**src/hdl/g2r_pkg.sv**
```systemverilog
// Shared types and constants for the wildcard-to-regex converter.
`default_nettype none

package g2r_pkg;

  localparam int MaxBytes = 8;
  localparam int IdxW     = $clog2(MaxBytes);

  typedef logic [MaxBytes-1:0][7:0] byte_vec_t;

  // Expansion of one item: bytes in emission order and index of the final one.
  typedef struct packed {
    byte_vec_t       bytes;
    logic [IdxW-1:0] last_idx;
  } seq_t;

endpackage

`default_nettype wire

```
**src/hdl/g2r_if.sv**
```systemverilog
// Valid/ready channel interfaces for pattern input, regex output and configuration.
`default_nettype none

interface g2r_in_if;
  logic       valid;
  logic       ready;
  logic       action;
  logic [7:0] char_in;

  modport source (output valid, output action, output char_in, input ready);
  modport sink   (input valid, input action, input char_in, output ready);
endinterface

interface g2r_out_if;
  logic       valid;
  logic       ready;
  logic [7:0] out_byte;
  logic       out_last;

  modport source (output valid, output out_byte, output out_last, input ready);
  modport sink   (input valid, input out_byte, input out_last, output ready);
endinterface

interface g2r_cfg_if;
  logic valid;
  logic ready;
  logic anchor_whole;

  modport source (output valid, output anchor_whole, input ready);
  modport sink   (input valid, input anchor_whole, output ready);
endinterface

`default_nettype wire

```
**src/hdl/g2r_expand.sv**
```systemverilog
// Pattern state and expansion of one pattern item into its regex bytes.
`default_nettype none

module g2r_expand
  import g2r_pkg::*;
(
  input  logic       clk_i,
  input  logic       rst_ni,
  input  logic       accept_i,
  input  logic       action_i,
  input  logic [7:0] char_in_i,
  input  logic       anchor_i,
  output seq_t       seq_o
);

  localparam logic [7:0] ChNul    = 8'h00;
  localparam logic [7:0] ChCaret  = 8'h5e;
  localparam logic [7:0] ChDollar = 8'h24;
  localparam logic [7:0] ChBang   = 8'h21;
  localparam logic [7:0] ChN      = 8'h6e;
  localparam logic [7:0] ChBslash = 8'h5c;
  localparam logic [7:0] ChDot    = 8'h2e;
  localparam logic [7:0] ChStar   = 8'h2a;
  localparam logic [7:0] ChQuest  = 8'h3f;
  localparam logic [7:0] ChLbrk   = 8'h5b;
  localparam logic [7:0] ChRbrk   = 8'h5d;
  localparam logic [7:0] ChLbrace = 8'h7b;
  localparam logic [7:0] ChRbrace = 8'h7d;
  localparam logic [7:0] ChLpar   = 8'h28;
  localparam logic [7:0] ChRpar   = 8'h29;
  localparam logic [7:0] ChPlus   = 8'h2b;

  localparam int BodyMax = MaxBytes - 1;

  logic at_start_q, at_start_d;
  logic after_bracket_q, after_bracket_d;
  logic escape_pending_q, escape_pending_d;

  logic [BodyMax-1:0][7:0] body;
  logic [IdxW-1:0]         body_last;
  logic                    caret;
  logic                    needs_esc;

  assign needs_esc = (char_in_i == ChDollar) || (char_in_i == ChCaret) ||
                     (char_in_i == ChLbrace) || (char_in_i == ChRbrace) ||
                     (char_in_i == ChLpar)   || (char_in_i == ChRpar)   ||
                     (char_in_i == ChDot)    || (char_in_i == ChPlus);

  assign caret = at_start_q & anchor_i;

  always_comb begin
    body             = '0;
    body_last        = '0;
    at_start_d       = 1'b0;
    after_bracket_d  = 1'b0;
    escape_pending_d = 1'b0;
    if (action_i) begin
      at_start_d = 1'b1;
      if (anchor_i) begin
        body[0]   = ChDollar;
        body[1]   = ChNul;
        body_last = IdxW'(1);
      end else begin
        body[0] = ChNul;
      end
    end else if (escape_pending_q) begin
      if (char_in_i == ChN) begin
        body[0]   = ChBslash;
        body[1]   = char_in_i;
        body_last = IdxW'(1);
      end else begin
        body[0] = char_in_i;
      end
    end else if (after_bracket_q && char_in_i == ChBang) begin
      body[0] = ChCaret;
    end else if (at_start_q && char_in_i == ChStar) begin
      body[0]   = ChLbrk;
      body[1]   = ChCaret;
      body[2]   = ChBslash;
      body[3]   = ChDot;
      body[4]   = ChRbrk;
      body[5]   = ChDot;
      body[6]   = ChStar;
      body_last = IdxW'(6);
    end else if (at_start_q && char_in_i == ChQuest) begin
      body[0]   = ChLbrk;
      body[1]   = ChCaret;
      body[2]   = ChBslash;
      body[3]   = ChDot;
      body[4]   = ChRbrk;
      body_last = IdxW'(4);
    end else if (char_in_i == ChQuest) begin
      body[0] = ChDot;
    end else if (char_in_i == ChStar) begin
      body[0]   = ChDot;
      body[1]   = ChStar;
      body_last = IdxW'(1);
    end else if (char_in_i == ChLbrk) begin
      body[0]         = ChLbrk;
      after_bracket_d = 1'b1;
    end else if (char_in_i == ChBslash) begin
      body[0]          = ChBslash;
      escape_pending_d = 1'b1;
    end else if (needs_esc) begin
      body[0]   = ChBslash;
      body[1]   = char_in_i;
      body_last = IdxW'(1);
    end else begin
      body[0] = char_in_i;
    end
  end

  // Leading anchor shifts the body up by one place.
  always_comb begin
    seq_o = '0;
    if (caret) begin
      seq_o.bytes[0] = ChCaret;
      for (int i = 0; i < BodyMax; i++) begin
        seq_o.bytes[i+1] = body[i];
      end
      seq_o.last_idx = body_last + IdxW'(1);
    end else begin
      for (int i = 0; i < BodyMax; i++) begin
        seq_o.bytes[i] = body[i];
      end
      seq_o.last_idx = body_last;
    end
  end

  always_ff @(posedge clk_i or negedge rst_ni) begin
    if (!rst_ni) begin
      at_start_q       <= 1'b1;
      after_bracket_q  <= 1'b0;
      escape_pending_q <= 1'b0;
    end else if (accept_i) begin
      at_start_q       <= at_start_d;
      after_bracket_q  <= after_bracket_d;
      escape_pending_q <= escape_pending_d;
    end
  end

endmodule

`default_nettype wire

```
**src/hdl/g2r_emit.sv**
```systemverilog
// Result register holding one expanded item and sending it out a byte per cycle while the output is ready.
`default_nettype none

module g2r_emit
  import g2r_pkg::*;
(
  input  logic        clk_i,
  input  logic        rst_ni,
  input  logic        load_valid_i,
  output logic        load_ready_o,
  input  seq_t        seq_i,
  output logic        out_valid_o,
  input  logic        out_ready_i,
  output logic [7:0]  out_byte_o,
  output logic        out_last_o
);

  seq_t            buf_q;
  logic [IdxW-1:0] idx_q;
  logic            valid_q;
  logic            is_last;
  logic            take;
  logic            load;

  assign is_last      = (idx_q == buf_q.last_idx);
  assign take         = valid_q & out_ready_i;
  assign load_ready_o = ~valid_q | (take & is_last);
  assign load         = load_valid_i & load_ready_o;

  assign out_valid_o = valid_q;
  assign out_byte_o  = buf_q.bytes[idx_q];
  assign out_last_o  = is_last;

  always_ff @(posedge clk_i or negedge rst_ni) begin
    if (!rst_ni) begin
      valid_q <= 1'b0;
      idx_q   <= '0;
    end else if (load) begin
      valid_q <= 1'b1;
      idx_q   <= '0;
    end else if (take) begin
      if (is_last) begin
        valid_q <= 1'b0;
      end
      idx_q <= idx_q + IdxW'(1);
    end
  end

  always_ff @(posedge clk_i) begin
    if (load) begin
      buf_q <= seq_i;
    end
  end

`ifndef SYNTHESIS
  a_idx_in_range: assert property (@(posedge clk_i) disable iff (!rst_ni)
    valid_q |-> idx_q <= buf_q.last_idx)
    else $error("byte index beyond end of item");

  a_load_starts: assert property (@(posedge clk_i) disable iff (!rst_ni)
    load |=> valid_q && idx_q == '0)
    else $error("new item does not start at its first byte");

  a_no_overwrite: assert property (@(posedge clk_i) disable iff (!rst_ni)
    (valid_q && !(out_ready_i && is_last)) |-> !load_ready_o)
    else $error("item overwritten before its last byte left");

  a_advance: assert property (@(posedge clk_i) disable iff (!rst_ni)
    (take && !is_last && !load) |=> valid_q && idx_q == $past(idx_q) + IdxW'(1))
    else $error("byte index did not advance");
`endif

endmodule

`default_nettype wire

```
**src/hdl/glob_to_regex_converter.sv**
```systemverilog
// Top level: shell wildcard pattern in, equivalent regular expression out.
`default_nettype none

// Pattern bytes enter on pat_i, one per item; an item with action set ends the
// pattern. Each item expands to between one and eight regex bytes, which leave
// on rx_o one per cycle while rx_o is ready, with out_last on the final byte of
// the item; the end item yields the closing anchor (when anchoring is on, after
// the opening one if the pattern was empty) and a NUL. An item is expanded as it
// is accepted and held in a single result buffer, and the next item is accepted
// in the same cycle as the last byte of the previous one is taken: throughput is
// one output byte per cycle while rx_o is ready. Anchoring is set through
// cfg_i (reset value 1) and must only change while the block is idle.
module glob_to_regex_converter
  import g2r_pkg::*;
(
  input  logic      clk_i,
  input  logic      rst_ni,
  g2r_cfg_if.sink   cfg_i,
  g2r_in_if.sink    pat_i,
  g2r_out_if.source rx_o
);

  logic anchor_q;
  logic accept;
  seq_t seq;

  assign cfg_i.ready = 1'b1;

  always_ff @(posedge clk_i or negedge rst_ni) begin
    if (!rst_ni) begin
      anchor_q <= 1'b1;
    end else if (cfg_i.valid) begin
      anchor_q <= cfg_i.anchor_whole;
    end
  end

  assign accept = pat_i.valid & pat_i.ready;

  g2r_expand u_expand (
    .clk_i     (clk_i),
    .rst_ni    (rst_ni),
    .accept_i  (accept),
    .action_i  (pat_i.action),
    .char_in_i (pat_i.char_in),
    .anchor_i  (anchor_q),
    .seq_o     (seq)
  );

  g2r_emit u_emit (
    .clk_i        (clk_i),
    .rst_ni       (rst_ni),
    .load_valid_i (pat_i.valid),
    .load_ready_o (pat_i.ready),
    .seq_i        (seq),
    .out_valid_o  (rx_o.valid),
    .out_ready_i  (rx_o.ready),
    .out_byte_o   (rx_o.out_byte),
    .out_last_o   (rx_o.out_last)
  );

endmodule

`default_nettype wire

```
**src/flat_wrapper.sv**
```systemverilog
// flat-port wrapper written by rule: the top's interface ports become plain ports
module glob_to_regex_converter_flat import g2r_pkg::*;
  (clk_i, rst_ni, cfg_i_valid, cfg_i_anchor_whole, cfg_i_ready, pat_i_valid, pat_i_action, pat_i_char_in, pat_i_ready, rx_o_valid, rx_o_out_byte, rx_o_out_last, rx_o_ready);
  g2r_cfg_if cfg_i_i ();
  g2r_in_if pat_i_i ();
  g2r_out_if rx_o_i ();
  input  logic clk_i;
  input  logic rst_ni;
  input wire logic [$bits(cfg_i_i.valid)-1:0] cfg_i_valid;
  input wire logic [$bits(cfg_i_i.anchor_whole)-1:0] cfg_i_anchor_whole;
  output wire logic [$bits(cfg_i_i.ready)-1:0] cfg_i_ready;
  input wire logic [$bits(pat_i_i.valid)-1:0] pat_i_valid;
  input wire logic [$bits(pat_i_i.action)-1:0] pat_i_action;
  input wire logic [$bits(pat_i_i.char_in)-1:0] pat_i_char_in;
  output wire logic [$bits(pat_i_i.ready)-1:0] pat_i_ready;
  output wire logic [$bits(rx_o_i.valid)-1:0] rx_o_valid;
  output wire logic [$bits(rx_o_i.out_byte)-1:0] rx_o_out_byte;
  output wire logic [$bits(rx_o_i.out_last)-1:0] rx_o_out_last;
  input wire logic [$bits(rx_o_i.ready)-1:0] rx_o_ready;
  assign cfg_i_i.valid = cfg_i_valid;
  assign cfg_i_i.anchor_whole = cfg_i_anchor_whole;
  assign cfg_i_ready = cfg_i_i.ready;
  assign pat_i_i.valid = pat_i_valid;
  assign pat_i_i.action = pat_i_action;
  assign pat_i_i.char_in = pat_i_char_in;
  assign pat_i_ready = pat_i_i.ready;
  assign rx_o_valid = rx_o_i.valid;
  assign rx_o_out_byte = rx_o_i.out_byte;
  assign rx_o_out_last = rx_o_i.out_last;
  assign rx_o_i.ready = rx_o_ready;
  glob_to_regex_converter u_core (.clk_i(clk_i), .rst_ni(rst_ni), .cfg_i(cfg_i_i), .pat_i(pat_i_i), .rx_o(rx_o_i));
endmodule
```
**config.mk**
```make
export PLATFORM = sky130hd
export DESIGN_NAME = glob_to_regex_converter_flat
export DESIGN_NICKNAME = d
export VERILOG_FILES = /design/src/hdl/g2r_pkg.sv /design/src/hdl/g2r_if.sv /design/src/hdl/g2r_expand.sv /design/src/hdl/g2r_emit.sv /design/src/hdl/glob_to_regex_converter.sv /design/src/flat_wrapper.sv
export SDC_FILE = /design/constraint.sdc
export NUM_CORES = 1
export LEC_CHECK = 0
export ABC_AREA = 1
export BUFFER_PORTS_ARGS = -buffer_cell sky130_fd_sc_hd__buf_2
export CAP_MARGIN = 20
export CORE_ASPECT_RATIO = 1.5
export CORE_MARGIN = 2
export CORE_UTILIZATION = 65
export CTS_CLUSTER_DIAMETER = 100
export DETAILED_ROUTE_END_ITERATION = 12
export PLACE_DENSITY = 0.85
export SLEW_MARGIN = 20
export SYNTH_ARGS = -nofsm -noshare
export SYNTH_HDL_FRONTEND = slang
export SYNTH_HIERARCHICAL = 1
export SYNTH_SLANG_ARGS = --single-unit
```
**constraint.sdc**
```tcl
create_clock -name clk_i -period 3.7 [get_ports clk_i]
set_clock_uncertainty 0.1 [all_clocks]
set_input_delay 0.555 -clock clk_i [delete_from_list [all_inputs] [get_ports clk_i]]
set_output_delay 0.555 -clock clk_i [all_outputs]
set_load 0.03 [all_outputs]
```
After elaboration in Yosys (flattened, before gate mapping)
Index checks and enable logic that the tools add are counted.

Bits in registers: 75. Input port bits: 15. Output and inout port bits: 12. Word-level logic and storage cells: 112.

Add/sub/neg operators: 2. $lt $le $gt $ge: 1. Equality and inequality tests: 15. Muxes and demuxes: 60. Bitwise gates (word level): 6. Reductions and logical operators: 13.

Operator list (count): $mux 8 (12); $eq 8x6->1 const B (8); $mux 16 (4); $mux 59 (1); $eq 8x7->1 const B (6); $mux 46 (1); $mux 40 (1); $mux 39 (1); $mux 38 (1); $mux 1 (28); $bmux 8 s3 (1); $mux 23 (1); $mux 3 (7); $mux 14 (1); $logic_or 1x1->1 (7); $add 3x1->3 const B (2); $mux 6 (1); $and 1x1->1 (4); $lt 3x4->1 const B (1); $reduce_bool 2->1 (2); $eq 3x3->1 (1); $logic_and 1x1->1 (3); $reduce_and 2->1 (1); $not 1->1 (1); $or 1x1->1 (1).

Depth between registers and ports, before layout
Gate-level depths: netlist (run 1).

Depth after elaboration: 20. Mapped depth: 14. Mapped depth without buffers: 14.

Modules after synthesis
The synthesis (run 1) kept the hierarchy.

Modules (own cells, without submodules): g2r_emit (times used 1, cells each 221, area each 2870.3 µm², seq. area each 2112.0 µm²); g2r_expand (times used 1, cells each 226, area each 1246.2 µm², seq. area each 76.3 µm²); glob_to_regex_converter (times used 1, cells each 9, area each 60.1 µm², seq. area each 26.3 µm²).

Worst setup path before layout (run 1)
Ideal clock, no wire load.

Path kind: flip-flop to flip-flop. Start point: register u_core.u_emit.idx_q[1]. End point: register u_core/u_emit/buf_q[0] (netlist name) (enable). Setup time: 0.392 ns. Arrival: 1.812 ns. Data required time: 3.208 ns. Slack: 1.396 ns. Cell stages (with the launch flop): 9. Path buffers: 1. Period minus slack after synthesis: 2.304 ns. Cell sequence: dfrtp_1 -> buf_6 -> inv_6 -> nand2_1 -> nand2_1 -> nand4_2 -> nand2_2 -> nand2_2 -> inv_2.

Longest elaborated chain between the ends: 4.

Ends and longest elaborated chain: start: declaration (line g2r_emit.sv:19) `logic [IdxW-1:0] idx_q;`; start signal: assignment (line g2r_emit.sv:45) `idx_q <= idx_q + IdxW'(1);`; $eq 3x3->1 (line g2r_emit.sv:25) `assign is_last = (idx_q == buf_q.last_idx);`; $and 1x1->1 (line g2r_emit.sv:27) `assign load_ready_o = ~valid_q | (take & is_last);`; $or 1x1->1 (line g2r_emit.sv:27); net pat_i_ready (line flat_wrapper.sv:15) `output wire logic [$bits(pat_i_i.ready)-1:0] pat_i_ready;`; $and 1x1->1 (line g2r_emit.sv:28) `assign load = load_valid_i & load_ready_o;`; net u_core.u_emit.load (line g2r_emit.sv:23) `logic load;`; end signal: assignment (line g2r_emit.sv:51) `buf_q <= seq_i;`; end: declaration (line g2r_emit.sv:18) `seq_t buf_q;`.

The timed path passes the listed nets, and every way through them passes these cells. A chain may end at the register's enable or synchronous reset.

Final worst setup path (run 1)
Start point: register u_core.u_emit.idx_q[0]. End point: output rx_o_out_byte[3].

Longest elaborated chain between the ends: 2.

Ends and longest elaborated chain: $bmux 8 s3 (line g2r_emit.sv:31) `assign out_byte_o = buf_q.bytes[idx_q];`; $mux 8 (implied by the code) (line g2r_emit.sv:31); end: declaration (line flat_wrapper.sv:17) `output wire logic [$bits(rx_o_i.out_byte)-1:0] rx_o_out_byte;`.

Every way passes these cells. The select of a mux whose other input is x is not followed.

==> results of run 1 <==
==> final timing paths <==
path / to / slack [ps]
setup / recovery: rx_o_out_byte[3] / 800
hold / removal: u_core/anchor_q / 310
setup reg to reg: u_core/u_emit/buf_q[31] / 1300
hold reg to reg: u_core/anchor_q / 410
max in group asynchronous: u_core/anchor_q / 2730
min in group asynchronous: u_core/u_expand/escape_pending_q / 520
==> through the flow <==
step           power, mW  std cells  worst slack, ps
5_1_grt            2.977        537            644.5
2_1_floorplan      2.068        469             1396
6_report           2.803        537            798.3
3_5_place_dp       2.289        520             1043
4_1_cts            2.808        537            779.5
3_3_place_gp       2.252        520             1199
==> critical path, delay by kind of cell, from the launching register on <==
| kind | cells | cell delay, ps |
|---|---|---|
| DFF | 1 | 880 |
| buffers and inverters | 2 | 530 |
| AOI/OAI and AO/OA | 2 | 350 |
| and+or+nand+nor | 2 | 160 |
==> layer usage <==
layer / global-route usage (%) / wire length [um] / vias up
met5: 0 / 0 / -
met4: 11.92 / 229 / 0
met3: 3.353 / 280 / 17
met2: 47.56 / 4645 / 100
met1: 28.50 / 3282 / 1435
li1: - / - / 1479
==> cells in the final DEF, fill, tap and decap left out, types with 5 or more instances in the layout <==
master,count
edfxtp_1,67
buf_2,25
clkbuf_8,10
dfrtp_1,6
nand3_1,27
nor2_1,57
o21ai_1,10
a21oi_1,5
o22ai_1,16
o21ai_0,34
inv_1,26
nand2_2,5
conb_1,15
nand2_1,107
inv_2,7
nand4_1,7
==> layout make-up <==
| cell class | instances | area, um2 |
|---|---|---|
| clock buffer | 13 | 148.9 |
| sequential | 75 | 2215 |
| timing repair buffer | 30 | 165.2 |
| clock inverter | 3 | 15.01 |
| fill | 493 | 1917 |
| multi-input combinational | 307 | 1483 |
| tap | 74 | 92.59 |
| inverter | 35 | 138.9 |
==> logic make-up after synthesis <==
kind of cell	Yosys count	share of synthesized area, %
other cells	2	0.1798
compound gates	68	8.898
flops	75	53.03
simple gates	219	23.85
buf+inv	87	12.64
xor+xnor	3	0.8090
fa+ha+maj	2	0.5991
==> sequential cells by signal, summed over array words and instances, names as in the netlist <==
name                              cells
u_core/anchor_q                       1
u_core/u_expand/escape_pending_q      1
u_core/u_emit/idx_q                   3
u_core/u_expand/at_start_q            1
u_core/u_emit/buf_q                  67
u_core/u_expand/after_bracket_q       1
u_core/u_emit/out_valid_o             1
==> power by group through the flow <==
stage	combinational (mW)	clock, mW	sequential (mW)
after floorplan	0.953	0	1.12
after global placement	1.04	0	1.21
after detailed placement	1.07	0	1.22
after CTS	1.08	0.533	1.20
after global routing	1.19	0.569	1.22
final	1.08	0.524	1.20
==> metrics.md, run 1 <==
| Metric | Value |
|---|---|
| # DRC | `0` |
| RSZ-0062 raised after global routing | `false` |
| Final worst path period share | `78.42%` |
| Slowest stage delay, CP | `880 ps` |
| Initial core utilization | `67.64%` |
| Post-CTS Setup Bufs | `0` |
| Sw power | `1.167 mW` |
| # rows | `35` |
| Leak pwr | `1.850 nW` |
| Comb pwr share | `38.5%` |
| Crit-path max FO | `22` |
| Largest area contributor in the netlist | `edfxtp_1` |
| Critical path capture point type | `primary output` |
| RR Startpoint | `u_core/u_emit/idx_q[1]` |
| Peak VDD IR | `231.0 uV` |
| Via Count | `3031` |
| CP cell instances | `buf_4 -> o21ai_0 -> o22ai_1 -> nand2_1 -> nand2_1 -> buf_2` |
| Most used cell along the critical path | `nand2_1` |
| Synth Register Bits | `75` |
| Share of cells above drive strength 1 | `16.41%` |
| Worst path required time | `3040 ps` |
| Sw Share | `41.62%` |
| Area fraction of the dominant cell type after synthesis | `48.17%` |
| DP HPWL | `6127 um` |
| Ys flop type | `edfxtp_1` |
| Fin util | `68.96%` |
| Vias in the first global route | `3044` |
| Worst-skew pair later-pin latency | `320 ps` |
| Top-count cell post-synth | `nand2_1` |
| Gr usage total | `25.33%` |
| Largest net degree at the start of global routing | `37` |
| CP startpoint kind | `register` |
| First-pass detailed-route iteration total | `5` |
| Diodes inserted | `0` |
| Design Area, Final | `0.004258 mm2` |
| Final hold viol count | `0` |
| 1st-iter DRT viols | `362` |
| Pwr/cell area | `658.3 mW/mm2` |
| Layout Nets | `475` |
| IO Pins | `27` |
| Final Max Tran Viols | `0` |
| Seq pwr share | `42.8%` |
| Final TNS setup | `0 ps` |
| Antenna-violating nets left | `0` |
| Slowest-stage cell, CP | `dfrtp_1` |
| Sequential share of the synthesized area | `53.03%` |
| Commonest cells post-synth | `nand2_1 (107), edfxtp_1 (67), nor2_1 (57), buf_4 (37), o21ai_0 (34)` |
| Fin crit period | `2902 ps` |
| Yosys warns | `6` |
| Crit path launch | `u_core/u_emit/idx_q[0]` |
| PortBufs | `25` |
| Status | `finished, final reports clean` |
| Hold_buf cts | `1` |
| H-tree levels | `3` |
| GPL Wtd Cong | `0.9753` |
| Chip Width | `69.45 um` |
| First-pass GRT wire length | `13990 um` |
| CTS root buf | `clkbuf_8` |
| Max_slew headroom | `45.23%` |
| Arr. time, crit path | `2250 ps` |
| Cell variety after synth | `34` |
| Achievable Freq | `344.6 MHz` |
| Max Root-Sink Buffers | `2` |
| Asr flop ratio synth | `10.67%` |
| CTS buffer count | `9` |
| R2R cell count | `8` |
| Routed len/inst | `15.71 um` |
| Die height | `102.2 um` |
| Mapped Cells | `456` |
| Hold path depth | `3` |
| Grt total ovfl | `0` |
| Via density | `5.644` |
| Smallest hold slack | `314.6 ps` |
| Clock power frac | `18.7%` |
| Post-synthesis cell area | `0.004177 mm2` |
| Min-Delay Startpoint | `cfg_i_anchor_whole` |
| CTS tree | `built` |
| Number of synthesized flops with an enable pin | `67` |
| Maxcap violations | `0` |
| Internal | `1.636 mW` |
| Area after DPL | `0.004084 mm2` |
| Initial antenna violation count | `0` |
| Core ar. | `0.006175 mm2` |
| Hold Crit Class | `in -> reg` |
| Syn_area_per_cell | `9.159 um2` |
| Endpoints failing setup | `0` |
| Post_cts resized | `0` |
| Worst Path Class, Setup | `reg -> out` |
| P&R area growth vs syn | `1.947%` |
| DIE AREA | `0.007096 mm2` |
| Total Wirelength | `8437 um` |
| Largest cells by area after synthesis | `edfxtp_1 (48%), nand2_1 (9.6%), buf_4 (6.7%)` |
| Clk sink count | `75` |
| Clock transition at path regs | `70 ps` |
| Slew @ Worst Pin | `821.6 ps` |
No activity file was read; power rests on OpenSTA's default activity.
==> run 2, diff against run 1 <==
--- a/config.mk
+++ b/config.mk
@@ -10,10 +10,10 @@
 export CAP_MARGIN = 20
 export CORE_ASPECT_RATIO = 1.5
 export CORE_MARGIN = 2
-export CORE_UTILIZATION = 65
+export CORE_UTILIZATION = 56
 export CTS_CLUSTER_DIAMETER = 100
 export DETAILED_ROUTE_END_ITERATION = 12
-export PLACE_DENSITY = 0.85
+export PLACE_DENSITY = 0.77
 export SLEW_MARGIN = 20
 export SYNTH_ARGS = -nofsm -noshare
 export SYNTH_HDL_FRONTEND = slang
==> constraint.sdc (replaced) <==
create_clock -name clk_i -period 2.65 [get_ports clk_i]
set_clock_uncertainty 0.1 [all_clocks]
set_input_delay 0.3975 -clock clk_i [delete_from_list [all_inputs] [get_ports clk_i]]
set_output_delay 0.3975 -clock clk_i [all_outputs]
set_load 0.03 [all_outputs]
==> run 2 against run 1 <==
  * Via count shrank 0.53%
  * Combinational power grew 49%
  * Die area grew 15%
  * Power grew 40%
  * Critical endpoint unchanged
==> metrics.md, run 2 (same netlist as run 1, synthesis figures left out) <==
| Metric | Value |
|---|---|
| Status | `finished, final reports clean` |
| Number of fill cells | `663` |
| Flop2flop setup slack | `440 ps` |
| DIE AREA | `0.008179 mm2` |
| Gr usage total | `23.15%` |
| Crit-path max FO | `20` |
| # rows | `38` |
| Maxcap violations | `0` |
| CP startpoint kind | `register` |
| Worst path required time | `2150 ps` |
| Initial antenna violation count | `0` |
| CTS tree | `built` |
| Antenna-violating nets left | `0` |
| Critical path capture point type | `primary output` |
| Clk sink count | `75` |
| Clock power frac | `17.9%` |
| Peak VDD IR | `364.5 uV` |
| Final non-filler cell total | `568` |
| Layout Nets | `482` |
| Most frequent cells in the layout | `nand2_1 (107), edfxtp_1 (67), nor2_1 (57)` |
| FF+latch area | `0.002215 mm2` |
| Hold Crit Class | `in -> reg` |
| Max FFs per register | `67` |
| First-pass detailed-route iteration total | `5` |
| Via density | `5.308` |
| CTS buffer count | `9` |
| Clock transition at path regs | `70 ps` |
| GPL Wtd Cong | `0.9209` |
| Diodes inserted | `0` |
| Internal | `2.288 mW` |
| Pwr/cell area | `904.1 mW/mm2` |
| Reg2reg end | `u_core/u_emit/buf_q[24]` |
| Register name with the most flops | `u_core/u_emit/buf_q` |
| # DRC | `0` |
| DP HPWL | `6458 um` |
| Max_slew headroom | `62.29%` |
| RSZ-0062 raised after global routing | `false` |
| Seq pwr share | `41.0%` |
| Crit path launch | `u_core/u_emit/idx_q[0]` |
| Initial core utilization | `57.79%` |
| Worst Path Class, Setup | `reg -> out` |
| PortBufs | `25` |
| Setup crit end | `rx_o_out_byte[3]` |
| Max Root-Sink Buffers | `2` |
| P&R area growth vs syn | `3.924%` |
| First-pass GRT wire length | `13810 um` |
| Arr. time, crit path | `1960 ps` |
| Share of cells above drive strength 1 | `17.52%` |
| H-tree levels | `3` |
| CTS root buf | `clkbuf_8` |
| Via Count | `3015` |
| Achievable Freq | `406.2 MHz` |
| Final hold viol count | `0` |
| 1st-iter DRT viols | `318` |
| Final Max Tran Viols | `0` |
| Multi-input logic area | `0.001483 mm2` |
| RR Startpoint | `u_core/u_emit/idx_q[1]` |
| Slew @ Worst Pin | `565.7 ps` |
| Area after DPL | `0.004182 mm2` |
| Grt total ovfl | `0` |
| Total power | `3.924 mW` |
| Largest net degree at the start of global routing | `47` |
| IO Pins | `27` |
| Endpoints failing setup | `0` |
| Total Wirelength | `8493 um` |
| Placed cells | `553` |
| Die height | `109.8 um` |
| Sw Share | `41.68%` |
| Routed len/inst | `14.95 um` |
| Chip Width | `74.51 um` |
| R2R cell count | `8` |
| Core ar. | `0.007227 mm2` |
| Final TNS setup | `0 ps` |
| Most common cell after layout, fill and taps aside | `nand2_1` |
| Design Area, Final | `0.004340 mm2` |
| Top flop regs | `u_core/u_emit/buf_q: 67 flops, u_core/u_emit/idx_q: 3 flops` |
| Fin crit period | `2462 ps` |
| Worst-skew pair later-pin latency | `350 ps` |
| Sw power | `1.636 mW` |
| Comb pwr share | `41.1%` |
| Post-CTS Setup Bufs | `0` |
| Final worst path period share | `92.90%` |
| Fin util | `60.06%` |
| Vias in the first global route | `2903` |
| Leak pwr | `1.877 nW` |
==> run 2: cell types whose count changed in the layout (fill, tap and decap cells not counted), sizes merged <==
cell / delta
buf: +7
clkbuf: -2
clkinv: -1
clkinvlp: +1
==> run 2: stage by stage <==
step	setup slack (ps)	hold slack (ps)
floorplan	345.8	1.909
global placement	354.1	147.0
detailed placement	383.2	154.8
CTS	143.4	117.4
global route	69.43	143.1
finish	188.1	134.9
==> run 2: how the worst min path moves through the flow <==
stage | depth (start not counted) | endpoint | from | slack [ps]
2_1_floorplan | 0 | u_core/u_emit/idx_q[0] | rst_ni | 2
3_3_place_gp | 1 | u_core/u_emit/idx_q[0] | rst_ni | 150
3_5_place_dp | 1 | u_core/u_emit/idx_q[0] | rst_ni | 150
4_1_cts | 3 | u_core/anchor_q | cfg_i_anchor_whole | 120
5_1_grt | 3 | u_core/anchor_q | cfg_i_anchor_whole | 140
6_report | 3 | u_core/anchor_q | cfg_i_anchor_whole | 130
==> run 2: cell type report <==
cell class                      instances  share of cell area [%]
Clock inverter                          3                  0.4036
Clock buffer                           11                   3.027
Multi-Input combinational cell        307                   34.16
Timing Repair Buffer                   37                   5.304
Sequential cell                        75                   51.02
Inverter                               35                   3.200
Tap cell                              100                   2.883
==> run 2: metal layers <==
metal / vias up / GRT usage [%] / routed length [um]
li1: 1502 / - / -
met1: 1412 / 25.20 / 3175
met2: 76 / 41.02 / 4689
met3: 25 / 4.033 / 288
met4: 0 / 13.65 / 339
met5: - / 0 / 0
==> run 2: worst max-delay path, stage by stage (launching register included) <==
cell and delay, ps:
dfrtp_1 570, buf_4 300, o21ai_0 160, o22ai_1 250
nand2_1 70, nand2_1 80, buf_2 190
==> run 2: power by group through the flow <==
stage               combinational [mW]  clock [mW]  sequential [mW]
CTS                               1.61       0.717             1.61
global route                      1.77       0.760             1.63
global placement                  1.58           0             1.63
detailed placement                1.61           0             1.64
floorplan                         1.33           0             1.56
finish                            1.61       0.703             1.61
==> run 2: timing repair <==
item                      4_1_cts  5_1_grt
hold buffers                    1        0
hold endpoints to repair        8        0
gates resized for setup         0        0
